[src/hdl/adc_moving_average_to_angle_macros.svh]
// assertion helpers used by the top-level rtl file
`ifndef ADC_MOVING_AVERAGE_TO_ANGLE_MACROS_SVH
`define ADC_MOVING_AVERAGE_TO_ANGLE_MACROS_SVH

`ifndef SYNTHESIS

// same-cycle implication
`define AMAA_ASSERT_SAME(label, clk, rst_n, ante, cons) \
    label: assert property (@(posedge clk) disable iff (!rst_n) (ante) |-> (cons)) \
        else $error("amaa check failed");

// next-cycle implication
`define AMAA_ASSERT_NEXT(label, clk, rst_n, ante, cons) \
    label: assert property (@(posedge clk) disable iff (!rst_n) (ante) |=> (cons)) \
        else $error("amaa check failed");

`else

`define AMAA_ASSERT_SAME(label, clk, rst_n, ante, cons)
`define AMAA_ASSERT_NEXT(label, clk, rst_n, ante, cons)

`endif

`endif

[src/hdl/amaa_pkg.sv]
`timescale 1ns / 1ps

package amaa_pkg;

    // clamp window and angle mapping
    localparam int CLAMP_LO     = 30;
    localparam int CLAMP_HI     = 4050;
    localparam int ANGLE_OFFSET = 35;

    // 70 / 4020 reduces to 7 / 402
    localparam int ANGLE_NUM    = 7;
    localparam int ANGLE_DEN    = 402;

    // floor(d * 7 / 402) approximated as (d * RECIP_MULT) >> RECIP_SHIFT, low by at most one
    localparam int RECIP_SHIFT  = 20;
    localparam int RECIP_MULT   = (ANGLE_NUM << RECIP_SHIFT) / ANGLE_DEN;

    localparam int CLAMP_W      = 12;  // clamped value minus CLAMP_LO, 0..4020
    localparam int RECIP_W      = 15;
    localparam int PROD_W       = CLAMP_W + RECIP_W;
    localparam int QUOT_W       = 7;   // 0..70
    localparam int REM_W        = 16;
    localparam int ANGLE_W      = 7;

    typedef enum logic [2:0] {
        ST_IDLE,
        ST_UPDATE,
        ST_DIV,
        ST_ANG_MUL,
        ST_ANG_FIX,
        ST_FINISH
    } state_t;

    typedef struct packed {
        logic load;
        logic update;
        logic div_step;
        logic ang_mul;
        logic ang_fix;
        logic out_load;
    } cmd_t;

    typedef struct packed {
        logic div_done;
    } status_t;

endpackage

[src/hdl/adc_moving_average_to_angle.sv]
// Moving-average filter over WINDOW_LEN ADC samples with conversion of the mean, or of the
// raw sample when use_average is 0, to a steering angle of -35..35 degrees after clamping
// to 30..4050. Each accepted sample gives exactly one result, and no new sample is taken
// until that result has gone into the output register. The mean comes from a bit-serial
// divider, one quotient bit per cycle. The result sits in an output register, so a new
// sample is taken while the previous result still waits; a stalled result holds off only
// the final load of the next one. use_average resets to 1; the user must write it only
// while idle, as the block itself does not enforce this.
`timescale 1ns / 1ps
`include "adc_moving_average_to_angle_macros.svh"

module adc_moving_average_to_angle
#(
    parameter int WINDOW_LEN  = 5,
    parameter int SAMPLE_BITS = 12
)
(
    input  logic                                clk,
    input  logic                                rst_n,
    input  logic                                cfg_write,
    input  logic                                cfg_data,
    input  logic                                sample_valid,
    output logic                                sample_stall,
    input  logic [SAMPLE_BITS-1:0]              sample,
    output logic                                result_valid,
    input  logic                                result_stall,
    output logic [SAMPLE_BITS-1:0]              mean_value,
    output logic signed [amaa_pkg::ANGLE_W-1:0] angle_deg
);

    amaa_pkg::cmd_t    cmd;
    amaa_pkg::status_t status;

    amaa_ctrl u_ctrl
    (
        .clk          (clk),
        .rst_n        (rst_n),
        .sample_valid (sample_valid),
        .sample_stall (sample_stall),
        .result_valid (result_valid),
        .result_stall (result_stall),
        .status       (status),
        .cmd          (cmd)
    );

    amaa_dp
    #(
        .WINDOW_LEN  (WINDOW_LEN),
        .SAMPLE_BITS (SAMPLE_BITS)
    )
    u_dp
    (
        .clk        (clk),
        .rst_n      (rst_n),
        .cmd        (cmd),
        .status     (status),
        .cfg_write  (cfg_write),
        .cfg_data   (cfg_data),
        .sample     (sample),
        .mean_value (mean_value),
        .angle_deg  (angle_deg)
    );

    // a new result never overwrites one that is still held
    `AMAA_ASSERT_SAME(a_no_overwrite, clk, rst_n, cmd.out_load, !result_valid || !result_stall)
    // no second sample while one is in flight
    `AMAA_ASSERT_NEXT(a_one_in_flight, clk, rst_n, sample_valid && !sample_stall, sample_stall)
    // angle mapping starts only on a finished quotient
    `AMAA_ASSERT_SAME(a_div_finished, clk, rst_n, cmd.ang_mul, status.div_done)
    // delivered angle stays in range
    `AMAA_ASSERT_SAME(a_angle_range, clk, rst_n, result_valid, angle_deg >= -7'sd35 && angle_deg <= 7'sd35)

endmodule

[src/hdl/amaa_ctrl.sv]
`timescale 1ns / 1ps

module amaa_ctrl
(
    input  logic               clk,
    input  logic               rst_n,
    input  logic               sample_valid,
    output logic               sample_stall,
    output logic               result_valid,
    input  logic               result_stall,
    input  amaa_pkg::status_t  status,
    output amaa_pkg::cmd_t     cmd
);

    amaa_pkg::state_t state_reg;
    amaa_pkg::state_t state_next;
    logic             out_valid_reg;
    logic             out_valid_next;
    logic             out_free;

    always_ff @(posedge clk or negedge rst_n)
    begin
        if (!rst_n)
        begin
            state_reg     <= amaa_pkg::ST_IDLE;
            out_valid_reg <= 1'b0;
        end
        else
        begin
            state_reg     <= state_next;
            out_valid_reg <= out_valid_next;
        end
    end

    // output register is free if empty or emptied by a transfer this cycle
    assign out_free = !out_valid_reg || !result_stall;

    always_comb
    begin
        state_next     = state_reg;
        cmd            = '0;
        out_valid_next = out_valid_reg;
        if (out_valid_reg && !result_stall)
        begin
            out_valid_next = 1'b0;
        end
        unique case (state_reg)
            amaa_pkg::ST_IDLE:
            begin
                if (sample_valid)
                begin
                    cmd.load   = 1'b1;
                    state_next = amaa_pkg::ST_UPDATE;
                end
            end
            amaa_pkg::ST_UPDATE:
            begin
                cmd.update = 1'b1;
                state_next = amaa_pkg::ST_DIV;
            end
            amaa_pkg::ST_DIV:
            begin
                if (status.div_done)
                begin
                    state_next = amaa_pkg::ST_ANG_MUL;
                end
                else
                begin
                    cmd.div_step = 1'b1;
                end
            end
            amaa_pkg::ST_ANG_MUL:
            begin
                cmd.ang_mul = 1'b1;
                state_next  = amaa_pkg::ST_ANG_FIX;
            end
            amaa_pkg::ST_ANG_FIX:
            begin
                cmd.ang_fix = 1'b1;
                state_next  = amaa_pkg::ST_FINISH;
            end
            amaa_pkg::ST_FINISH:
            begin
                if (out_free)
                begin
                    cmd.out_load   = 1'b1;
                    out_valid_next = 1'b1;
                    state_next     = amaa_pkg::ST_IDLE;
                end
            end
            default:
            begin
                state_next = amaa_pkg::ST_IDLE;
            end
        endcase
    end

    assign sample_stall = (state_reg != amaa_pkg::ST_IDLE);
    assign result_valid = out_valid_reg;

endmodule

[src/hdl/amaa_dp.sv]
`timescale 1ns / 1ps

module amaa_dp
#(
    parameter int WINDOW_LEN  = 5,
    parameter int SAMPLE_BITS = 12
)
(
    input  logic                          clk,
    input  logic                          rst_n,
    input  amaa_pkg::cmd_t                cmd,
    output amaa_pkg::status_t             status,
    input  logic                          cfg_write,
    input  logic                          cfg_data,
    input  logic [SAMPLE_BITS-1:0]        sample,
    output logic [SAMPLE_BITS-1:0]        mean_value,
    output logic signed [amaa_pkg::ANGLE_W-1:0] angle_deg
);

    localparam int PTR_W   = (WINDOW_LEN > 1) ? $clog2(WINDOW_LEN) : 1;
    localparam int CNT_W   = $clog2(WINDOW_LEN + 1);
    localparam int SUM_W   = SAMPLE_BITS + $clog2(WINDOW_LEN);
    localparam int DCNT_W  = $clog2(SUM_W + 1);
    localparam int VX_W    = (SAMPLE_BITS > amaa_pkg::CLAMP_W) ? SAMPLE_BITS : amaa_pkg::CLAMP_W;

    logic [SAMPLE_BITS-1:0] window_mem [WINDOW_LEN];

    // control-side state
    logic [SUM_W-1:0]   sum_reg;
    logic [SUM_W-1:0]   sum_next;
    logic [PTR_W-1:0]   wp_reg;
    logic [PTR_W-1:0]   wp_next;
    logic [CNT_W-1:0]   fill_reg;
    logic [CNT_W-1:0]   fill_next;
    logic [DCNT_W-1:0]  div_cnt_reg;
    logic [DCNT_W-1:0]  div_cnt_next;
    logic               use_average_reg;
    logic               use_average_next;

    // payload
    logic [SAMPLE_BITS-1:0]        sample_reg;
    logic [SAMPLE_BITS-1:0]        old_reg;
    logic [CNT_W-1:0]              rem_reg;
    logic [CNT_W-1:0]              rem_next;
    logic [SUM_W-1:0]              quo_reg;
    logic [SUM_W-1:0]              quo_next;
    logic [amaa_pkg::CLAMP_W-1:0]  span_reg;
    logic [amaa_pkg::PROD_W-1:0]   prod_reg;
    logic [amaa_pkg::ANGLE_W-1:0]  angle_reg;
    logic [SAMPLE_BITS-1:0]        mean_value_reg;
    logic [amaa_pkg::ANGLE_W-1:0]  angle_deg_reg;

    logic [SAMPLE_BITS-1:0]        old_eff;
    logic [CNT_W:0]                trial;
    logic                          trial_ge;
    logic [SAMPLE_BITS-1:0]        mean;
    logic [SAMPLE_BITS-1:0]        sel_value;
    logic [VX_W-1:0]               sel_ext;
    logic [VX_W-1:0]               clamped;
    logic [VX_W-1:0]               span_wide;
    logic [amaa_pkg::CLAMP_W-1:0]  span;
    logic [amaa_pkg::QUOT_W-1:0]   quot0;
    logic [amaa_pkg::REM_W-1:0]    rem_ang;
    logic [amaa_pkg::QUOT_W-1:0]   quot;

    // entry being replaced counts as zero until the window is full
    assign old_eff = (fill_reg == CNT_W'(WINDOW_LEN)) ? old_reg : '0;

    always_comb
    begin
        sum_next         = sum_reg;
        wp_next          = wp_reg;
        fill_next        = fill_reg;
        div_cnt_next     = div_cnt_reg;
        use_average_next = use_average_reg;
        rem_next         = rem_reg;
        quo_next         = quo_reg;
        trial            = {rem_reg, quo_reg[SUM_W-1]};
        trial_ge         = (trial >= {1'b0, fill_reg});

        if (cfg_write)
        begin
            use_average_next = cfg_data;
        end
        if (cmd.update)
        begin
            sum_next = sum_reg - SUM_W'(old_eff) + SUM_W'(sample_reg);
            if (wp_reg == PTR_W'(WINDOW_LEN - 1))
            begin
                wp_next = '0;
            end
            else
            begin
                wp_next = wp_reg + PTR_W'(1);
            end
            if (fill_reg != CNT_W'(WINDOW_LEN))
            begin
                fill_next = fill_reg + CNT_W'(1);
            end
            rem_next     = '0;
            quo_next     = sum_next;
            div_cnt_next = DCNT_W'(SUM_W);
        end
        if (cmd.div_step)
        begin
            // restoring division, one quotient bit per cycle
            if (trial_ge)
            begin
                rem_next = CNT_W'(trial - {1'b0, fill_reg});
            end
            else
            begin
                rem_next = trial[CNT_W-1:0];
            end
            quo_next     = {quo_reg[SUM_W-2:0], trial_ge};
            div_cnt_next = div_cnt_reg - DCNT_W'(1);
        end
    end

    assign status.div_done = (div_cnt_reg == '0);

    always_ff @(posedge clk or negedge rst_n)
    begin
        if (!rst_n)
        begin
            sum_reg         <= '0;
            wp_reg          <= '0;
            fill_reg        <= '0;
            div_cnt_reg     <= '0;
            use_average_reg <= 1'b1;
        end
        else
        begin
            sum_reg         <= sum_next;
            wp_reg          <= wp_next;
            fill_reg        <= fill_next;
            div_cnt_reg     <= div_cnt_next;
            use_average_reg <= use_average_next;
        end
    end

    always_ff @(posedge clk)
    begin
        if (cmd.load)
        begin
            old_reg <= window_mem[wp_reg];
        end
        if (cmd.update)
        begin
            window_mem[wp_reg] <= sample_reg;
        end
    end

    // angle: clamp, then floor((v - 30) * 7 / 402) - 35
    assign mean      = quo_reg[SAMPLE_BITS-1:0];
    assign sel_value = use_average_reg ? mean : sample_reg;
    assign sel_ext   = VX_W'(sel_value);

    always_comb
    begin
        if (sel_ext < VX_W'(amaa_pkg::CLAMP_LO))
        begin
            clamped = VX_W'(amaa_pkg::CLAMP_LO);
        end
        else if (sel_ext > VX_W'(amaa_pkg::CLAMP_HI))
        begin
            clamped = VX_W'(amaa_pkg::CLAMP_HI);
        end
        else
        begin
            clamped = sel_ext;
        end
    end

    assign span_wide = clamped - VX_W'(amaa_pkg::CLAMP_LO);
    assign span      = span_wide[amaa_pkg::CLAMP_W-1:0];

    assign quot0   = prod_reg[amaa_pkg::RECIP_SHIFT +: amaa_pkg::QUOT_W];
    assign rem_ang = amaa_pkg::REM_W'(span_reg) * amaa_pkg::REM_W'(amaa_pkg::ANGLE_NUM)
                   - amaa_pkg::REM_W'(quot0) * amaa_pkg::REM_W'(amaa_pkg::ANGLE_DEN);
    assign quot    = (rem_ang >= amaa_pkg::REM_W'(amaa_pkg::ANGLE_DEN))
                   ? quot0 + amaa_pkg::QUOT_W'(1) : quot0;

    always_ff @(posedge clk)
    begin
        rem_reg <= rem_next;
        quo_reg <= quo_next;
        if (cmd.load)
        begin
            sample_reg <= sample;
        end
        if (cmd.ang_mul)
        begin
            span_reg <= span;
            prod_reg <= amaa_pkg::PROD_W'(span)
                      * amaa_pkg::PROD_W'(amaa_pkg::RECIP_MULT);
        end
        if (cmd.ang_fix)
        begin
            angle_reg <= quot - amaa_pkg::ANGLE_W'(amaa_pkg::ANGLE_OFFSET);
        end
        if (cmd.out_load)
        begin
            mean_value_reg <= mean;
            angle_deg_reg  <= angle_reg;
        end
    end

    assign mean_value = mean_value_reg;
    assign angle_deg  = $signed(angle_deg_reg);

endmodule

[config.mk]
export PLATFORM = sky130hd
export DESIGN_NAME = adc_moving_average_to_angle
export DESIGN_NICKNAME = d
export VERILOG_FILES = /design/src/hdl/amaa_pkg.sv /design/src/hdl/adc_moving_average_to_angle.sv /design/src/hdl/amaa_ctrl.sv /design/src/hdl/amaa_dp.sv
export VERILOG_INCLUDE_DIRS = /design/src /design/src/hdl
export SDC_FILE = /design/constraint.sdc
export NUM_CORES = 1
export LEC_CHECK = 0
export ABC_AREA = 1
export BUFFER_PORTS_ARGS = -buffer_cell sky130_fd_sc_hd__buf_4
export CORE_MARGIN = 10
export CORE_UTILIZATION = 50
export DETAILED_ROUTE_END_ITERATION = 8
export MAX_ROUTING_LAYER = met4
export PLACE_DENSITY = 0.73
export SETUP_SLACK_MARGIN = 0.2
export SLEW_MARGIN = 20
export SYNTH_ARGS = -nofsm -noshare
export SYNTH_HDL_FRONTEND = slang
export SYNTH_SLANG_ARGS = --single-unit
[constraint.sdc]
create_clock -name clk -period 18.6 [get_ports clk]
set_input_delay 1.86 -clock clk [delete_from_list [all_inputs] [get_ports clk]]
set_output_delay 1.86 -clock clk [all_outputs]
set_load 0.01 [all_outputs]
# Yosys cells after proc, flatten, opt, wreduce, memory -nomap -nowiden
# Memories as Yosys holds them, arrays and structs flattened. A register that Yosys moved wholly into a read port is not among the register bits.
# Cells that the tools add are included.
# word_totals
register_bits	124
mem_bits_rw	60
in_bits	18
output_inout_bits	21
word_cells	85
mem_count	1
# mem_list
memory	depth	word_bits	rd	rd_ports_with_merged_regs	write_ports	line	text
u_dp.window_mem	5	12	1	1	1	amaa_dp.sv:26	logic [SAMPLE_BITS-1:0] window_mem [WINDOW_LEN];
# classes
n_addsub	10
multipliers	3
order_cmp	4
n_eq_ne	11
n_mux	31
reduce_logical	10
# ops
operator	count
2-to-1 mux 12 bit	4
2-to-1 mux 15 bit	2
multiplier 12 x 14 -> 26 bit (second input constant)	1
2-to-1 mux 3 bit	7
one-hot mux 3 bit (6 select lines)	1
>= comparator 16 x 9 -> 1 bit (second input constant)	1
subtractor 15 x 16 -> 16 bit	1
adder 15 x 12 -> 15 bit	1
multiplier 12 x 3 -> 15 bit (second input constant)	1
multiplier 7 x 8 -> 15 bit (second input constant)	1
subtractor 15 x 12 -> 15 bit	1
2-to-1 mux 1 bit	14
equality test 3 bit (second input constant)	4
> comparator 12 bit (second input constant)	1
< comparator 12 x 5 -> 1 bit (second input constant)	1
subtractor 12 x 5 -> 12 bit (second input constant)	1
2-to-1 mux 4 bit	2
adder 7 x 1 -> 7 bit (second input constant)	1
2-to-1 mux 7 bit	1
subtractor 7 x 6 -> 7 bit (second input constant)	1
adder 3 x 1 -> 3 bit (second input constant)	2
equality test 3 x 2 -> 1 bit (second input constant)	2
>= comparator 4 x 3 -> 1 bit	1
logical NOT 4 bit	1
14 further kinds	16

# Depth between registers and ports, before layout
# logic_depth
ltp_word	6
mapped_depth	37

# Cells and area by module
# From an unflattened synthesis, not the netlist that was laid out.
# hier_totals
cells_unflattened	1379
hier_area_um2	13410.4
# modules_own_cells
module	instances	cells_per_inst	area_per_inst_um2	seq_area_each_um2
amaa_dp	1	1347	13180.1	5066.1
amaa_ctrl	1	32	230.2	100.1

# Worst setup path before layout
# No wires, ideal clock.
# synth_path
kind	flip-flop to flip-flop
startpoint	reg u_dp.use_average_reg
endpoint	reg u_dp.prod_reg[25] (netlist bit) (data pin)
t_arrival_ns	6.247
path_slack_ns	12.094
stages_incl_launch_ff	32
path_buffers	1
cell_sequence	dfstp_2 buf_6 nand2_1 o21ai_2 nand2_1 o21bai_1 nand2_1 nand2_2 nand2_1 nor2_4 inv_1 ha_1 nand3_2 nand2_1 xor2_1 fa_1 inv_1 fa_1 inv_1 fa_1 fa_1 inv_1 fa_1 inv_1 ha_1 a21o_1 nor2_1 o21ai_0 a221oi_1 o21ai_1 nand2_1 nand2_1
# synth_via
elab_chain_len	6
elab_cells_between_ends	7
classes_between	add/sub (1); mul (1); order compare (2); mux (3)
# synth_rtl
element	line	text
from (decl)	amaa_dp.sv:37	logic use_average_reg;
from (signal assigned)	amaa_dp.sv:138	use_average_reg <= use_average_next;
2-to-1 mux 12 bit *	amaa_dp.sv:156	assign sel_value = use_average_reg ? mean : sample_reg;
> comparator 12 bit	amaa_dp.sv:165	else if (sel_ext > VX_W'(amaa_pkg::CLAMP_HI))
2-to-1 mux 12 bit	amaa_dp.sv:165	
2-to-1 mux 12 bit *	amaa_dp.sv:161	if (sel_ext < VX_W'(amaa_pkg::CLAMP_LO))
subtractor 12 x 5 -> 12 bit *	amaa_dp.sv:175	assign span_wide = clamped - VX_W'(amaa_pkg::CLAMP_LO);
named net u_dp.span, one bit	amaa_dp.sv:61	logic [amaa_pkg::CLAMP_W-1:0] span;
multiplier 12 x 14 -> 26 bit *	amaa_dp.sv:196	* amaa_pkg::PROD_W'(amaa_pkg::RECIP_MULT);
to (signal assigned)	amaa_dp.sv:195	prod_reg <= amaa_pkg::PROD_W'(span)
to (decl)	amaa_dp.sv:48	logic [amaa_pkg::PROD_W-1:0] prod_reg;
# The timed path passes the listed nets; every way through them passes the cells marked *.
# A chain may end at the register's enable or synchronous reset.

# Worst setup path in the final report
# Same ends and word-level chain as after synthesis.

==> metrics.md <==
| Metric | Value |
|---|---|
| Vias per cell | 5.210 |
| Port Buffers | 38 |
| Pin count of the biggest net entering global routing | 31 |
| CTS tree | done |
| Unrepaired setup endpoints after global routing | no |
| All-Layer GR Usage | 0.1807 |
| Post-CTS setup buffers | 0 |
| Chip height | 183.8 um |
| Remaining DRCs | 0 |
| Min Tclk post-route | 7.340 ns |
| Initial antenna violation count | 0 |
| Layout cell share with drive strength beyond 1 | 0.07934 |
| CP max FO | 25 |
| Period utilisation layout | 0.3946 |
| Cells after Synth | 1463 |
| Final wirelength | 28.03 mm |
| Fin Setup TNS | 0 ns |
| Cell mode on critical path | inv_1 |
| Routed vias | 9690 |
| Final hold vios | 0 |
| CTS-repair resized insts | 0 |
| First-pass GRT wire length | 47.88 mm |
| WL/cell | 15.07 um |
| Post-route ant nets | 0 |
| Area contributors post-synth | edfxtp_1 33%, ha_1 14%, fa_1 11% |
| DPL Wire Length | 22.16 mm |
| Setup crit start kind | flop |
| Max_cap viols | 0 |
| RD Place Congestion | 0.8925 |
| Number of synthesized flops with an enable pin | 147 |
| Fin nets | 1760 |
| Register area share after synthesis | 0.3852 |
| Syn_nets | 1711 |
| Status | complete, no violations |
| Clk_skew | 0.01253 ns |
| CTS buffer count | 17 |
| Fill cells | 2248 |
| Final Cell Area | 14740 um2 |
| Hold path depth | 0 |
| Skew-Pair Late Insertion Delay | 0.44 ns |
| Syn Area/Cell | 9.167 um2 |
| Mapped cell area | 13410 um2 |
| Initial drt markers | 681 |
| Dpl cell area | 14120 um2 |
| Max-slew violation count | 0 |
| Gr ovfl total | 0 |
| Pre-Repair DR Iteration Count | 5 |
| Io pins | 39 |
| Register clock-pin slew on the reported worst setup and hold paths | 0.07 ns |
| Area Overhead vs Synth | 9.870% |
| Cts hold-fix bufs | 0 |
| Root Driver | clkbuf_16 |
| Critical Path AT | 7.53 ns |
| Hold crit path type | flop to flop |
| Post-synth cell types | 49 |
| Fmax | 0.1362 GHz |
| CP max stage cell | dfstp_2 |
| Share of the synthesized area in the top cell type | 0.3291 |
| Number of cells on the worst reg-to-reg path | 30 |
| Synthesis Warnings | 0 |
| Clock buffer depth | 2 |
| Ys flop type | edfxtp_1 |
| Die Span X | 183.8 um |
| Initial Utilization | 0.5118 |
| H-tree Lvls | 4 |
| Worst setup EP type | flop |
| Asr flop ratio synth | 0.1695 |
| Core Rows | 59 |
| Clk sinks | 177 |
| Setup violators final | 0 |
| FF+latch area | 5166 um2 |
| FF+latch count, synth | 177 |
| WS Path Type | flop to flop |
| Measured slew at the worst slew-check pin | 1.067 ns |
| Worst path max stage delay | 0.81 ns |
| Die area | 33770 um2 |
| Relative slew slack | 0.2860 |
| Core Area | 26210 um2 |
| Vias in the first global route | 9772 |
| Antenna cells | 0 |
| Cell taking the most area after synthesis | edfxtp_1 |
| End-of-flow core utilization | 0.5623 |
| Largest register FFs | 60 |
| Multi-input logic area | 6992 um2 |
| CP required | 18.79 ns |
==> placed cells by master (no fill, tap or decap), drive strengths merged, types with 31 or more instances in the layout <==
cell type  count
a21oi         57
buf           47
edfxtp       147
fa            76
ha           154
inv          319
nand2        318
nand3         71
nor2          76
o21ai         71
xor2          31
==> worst max-delay path: cells and delay by family, from the launching register on <==
| kind | cells | cell delay (ns) |
|---|---|---|
| AO/OA/AOI/OAI | 5 | 1.02 |
| adder cells (fa/ha/maj) | 7 | 3.01 |
| buffers and inverters | 6 | 0.49 |
| XOR/XNOR | 1 | 0.59 |
| AND/OR/NAND/NOR | 11 | 1.15 |
| flip-flops | 1 | 0.81 |
==> cell families after synthesis <==
kind of cell	count (synthesis)	synth area share
adders and majority gates	230	0.2571
AOI/OAI and AO/OA	159	0.06801
xor gates and xnor gates	44	0.02985
muxes	1	0.0008396
buffers and inverters	335	0.09460
DFF	177	0.3852
and+or+nand+nor	517	0.1644
==> layer usage <==
layer  GRT usage  wire length [um]  up-vias
li1            -                 -     4833
met1      0.2295             12870     4615
met2      0.2971             13420      204
met3     0.02530              1287       38
met4     0.04982               449        0
met5           -                 0        -
==> through the flow <==
stage	setup slack, ns	instances	hold WS, ns
global placement	11.52	1828	0.4066
global route	10.65	1860	0.4332
floorplan	12.09	1463	0.4003
finish	11.26	1860	0.4198
CTS	11.30	1860	0.4194
detailed placement	11.30	1828	0.4045
==> area by class of cell <==
class / instances / share of cell area
Clock inverter: 15 / 0.01265
Tap cell: 335 / 0.02845
Inverter: 318 / 0.08100
Clock buffer: 17 / 0.02887
Multi-Input combinational cell: 951 / 0.4745
Sequential cell: 177 / 0.3506
Timing Repair Buffer: 47 / 0.02394
==> worst paths after layout <==
kind	start	end	slack, ns
max	u_dp.use_average_reg	u_dp.prod_reg[25]	11.26
max reg2reg	u_dp.use_average_reg	u_dp.prod_reg[25]	11.26
min reg2reg	u_dp.angle_reg[3]	u_dp.angle_deg[3]	0.42
min in group asynchronous	rst_n	u_dp.wp_reg[0]	1.36
max in group asynchronous	rst_n	u_dp.use_average_reg	16.89
min	u_dp.angle_reg[3]	u_dp.angle_deg[3]	0.42
==> cell usage after synthesis, drive strengths merged, types with 2 or more instances <==
cell / count
ha: 154
nand4: 25
o2111ai: 2
o21ai: 71
a21oi: 57
clkbuf: 15
or2: 5
nor2: 76
nor4: 5
o21a: 3
edfxtp: 147
a31oi: 5
clkinv: 4
fa: 76
a22oi: 4
a21o: 5
nand3b: 2
o21bai: 4
nand3: 71
dfrtp: 29
xnor2: 13
inv: 314
nor3: 14
buf: 2
nand2: 318
xor2: 31
Power is not shown: default switching activity piles up to over one toggle a cycle in this logic, so the estimate is an artifact.
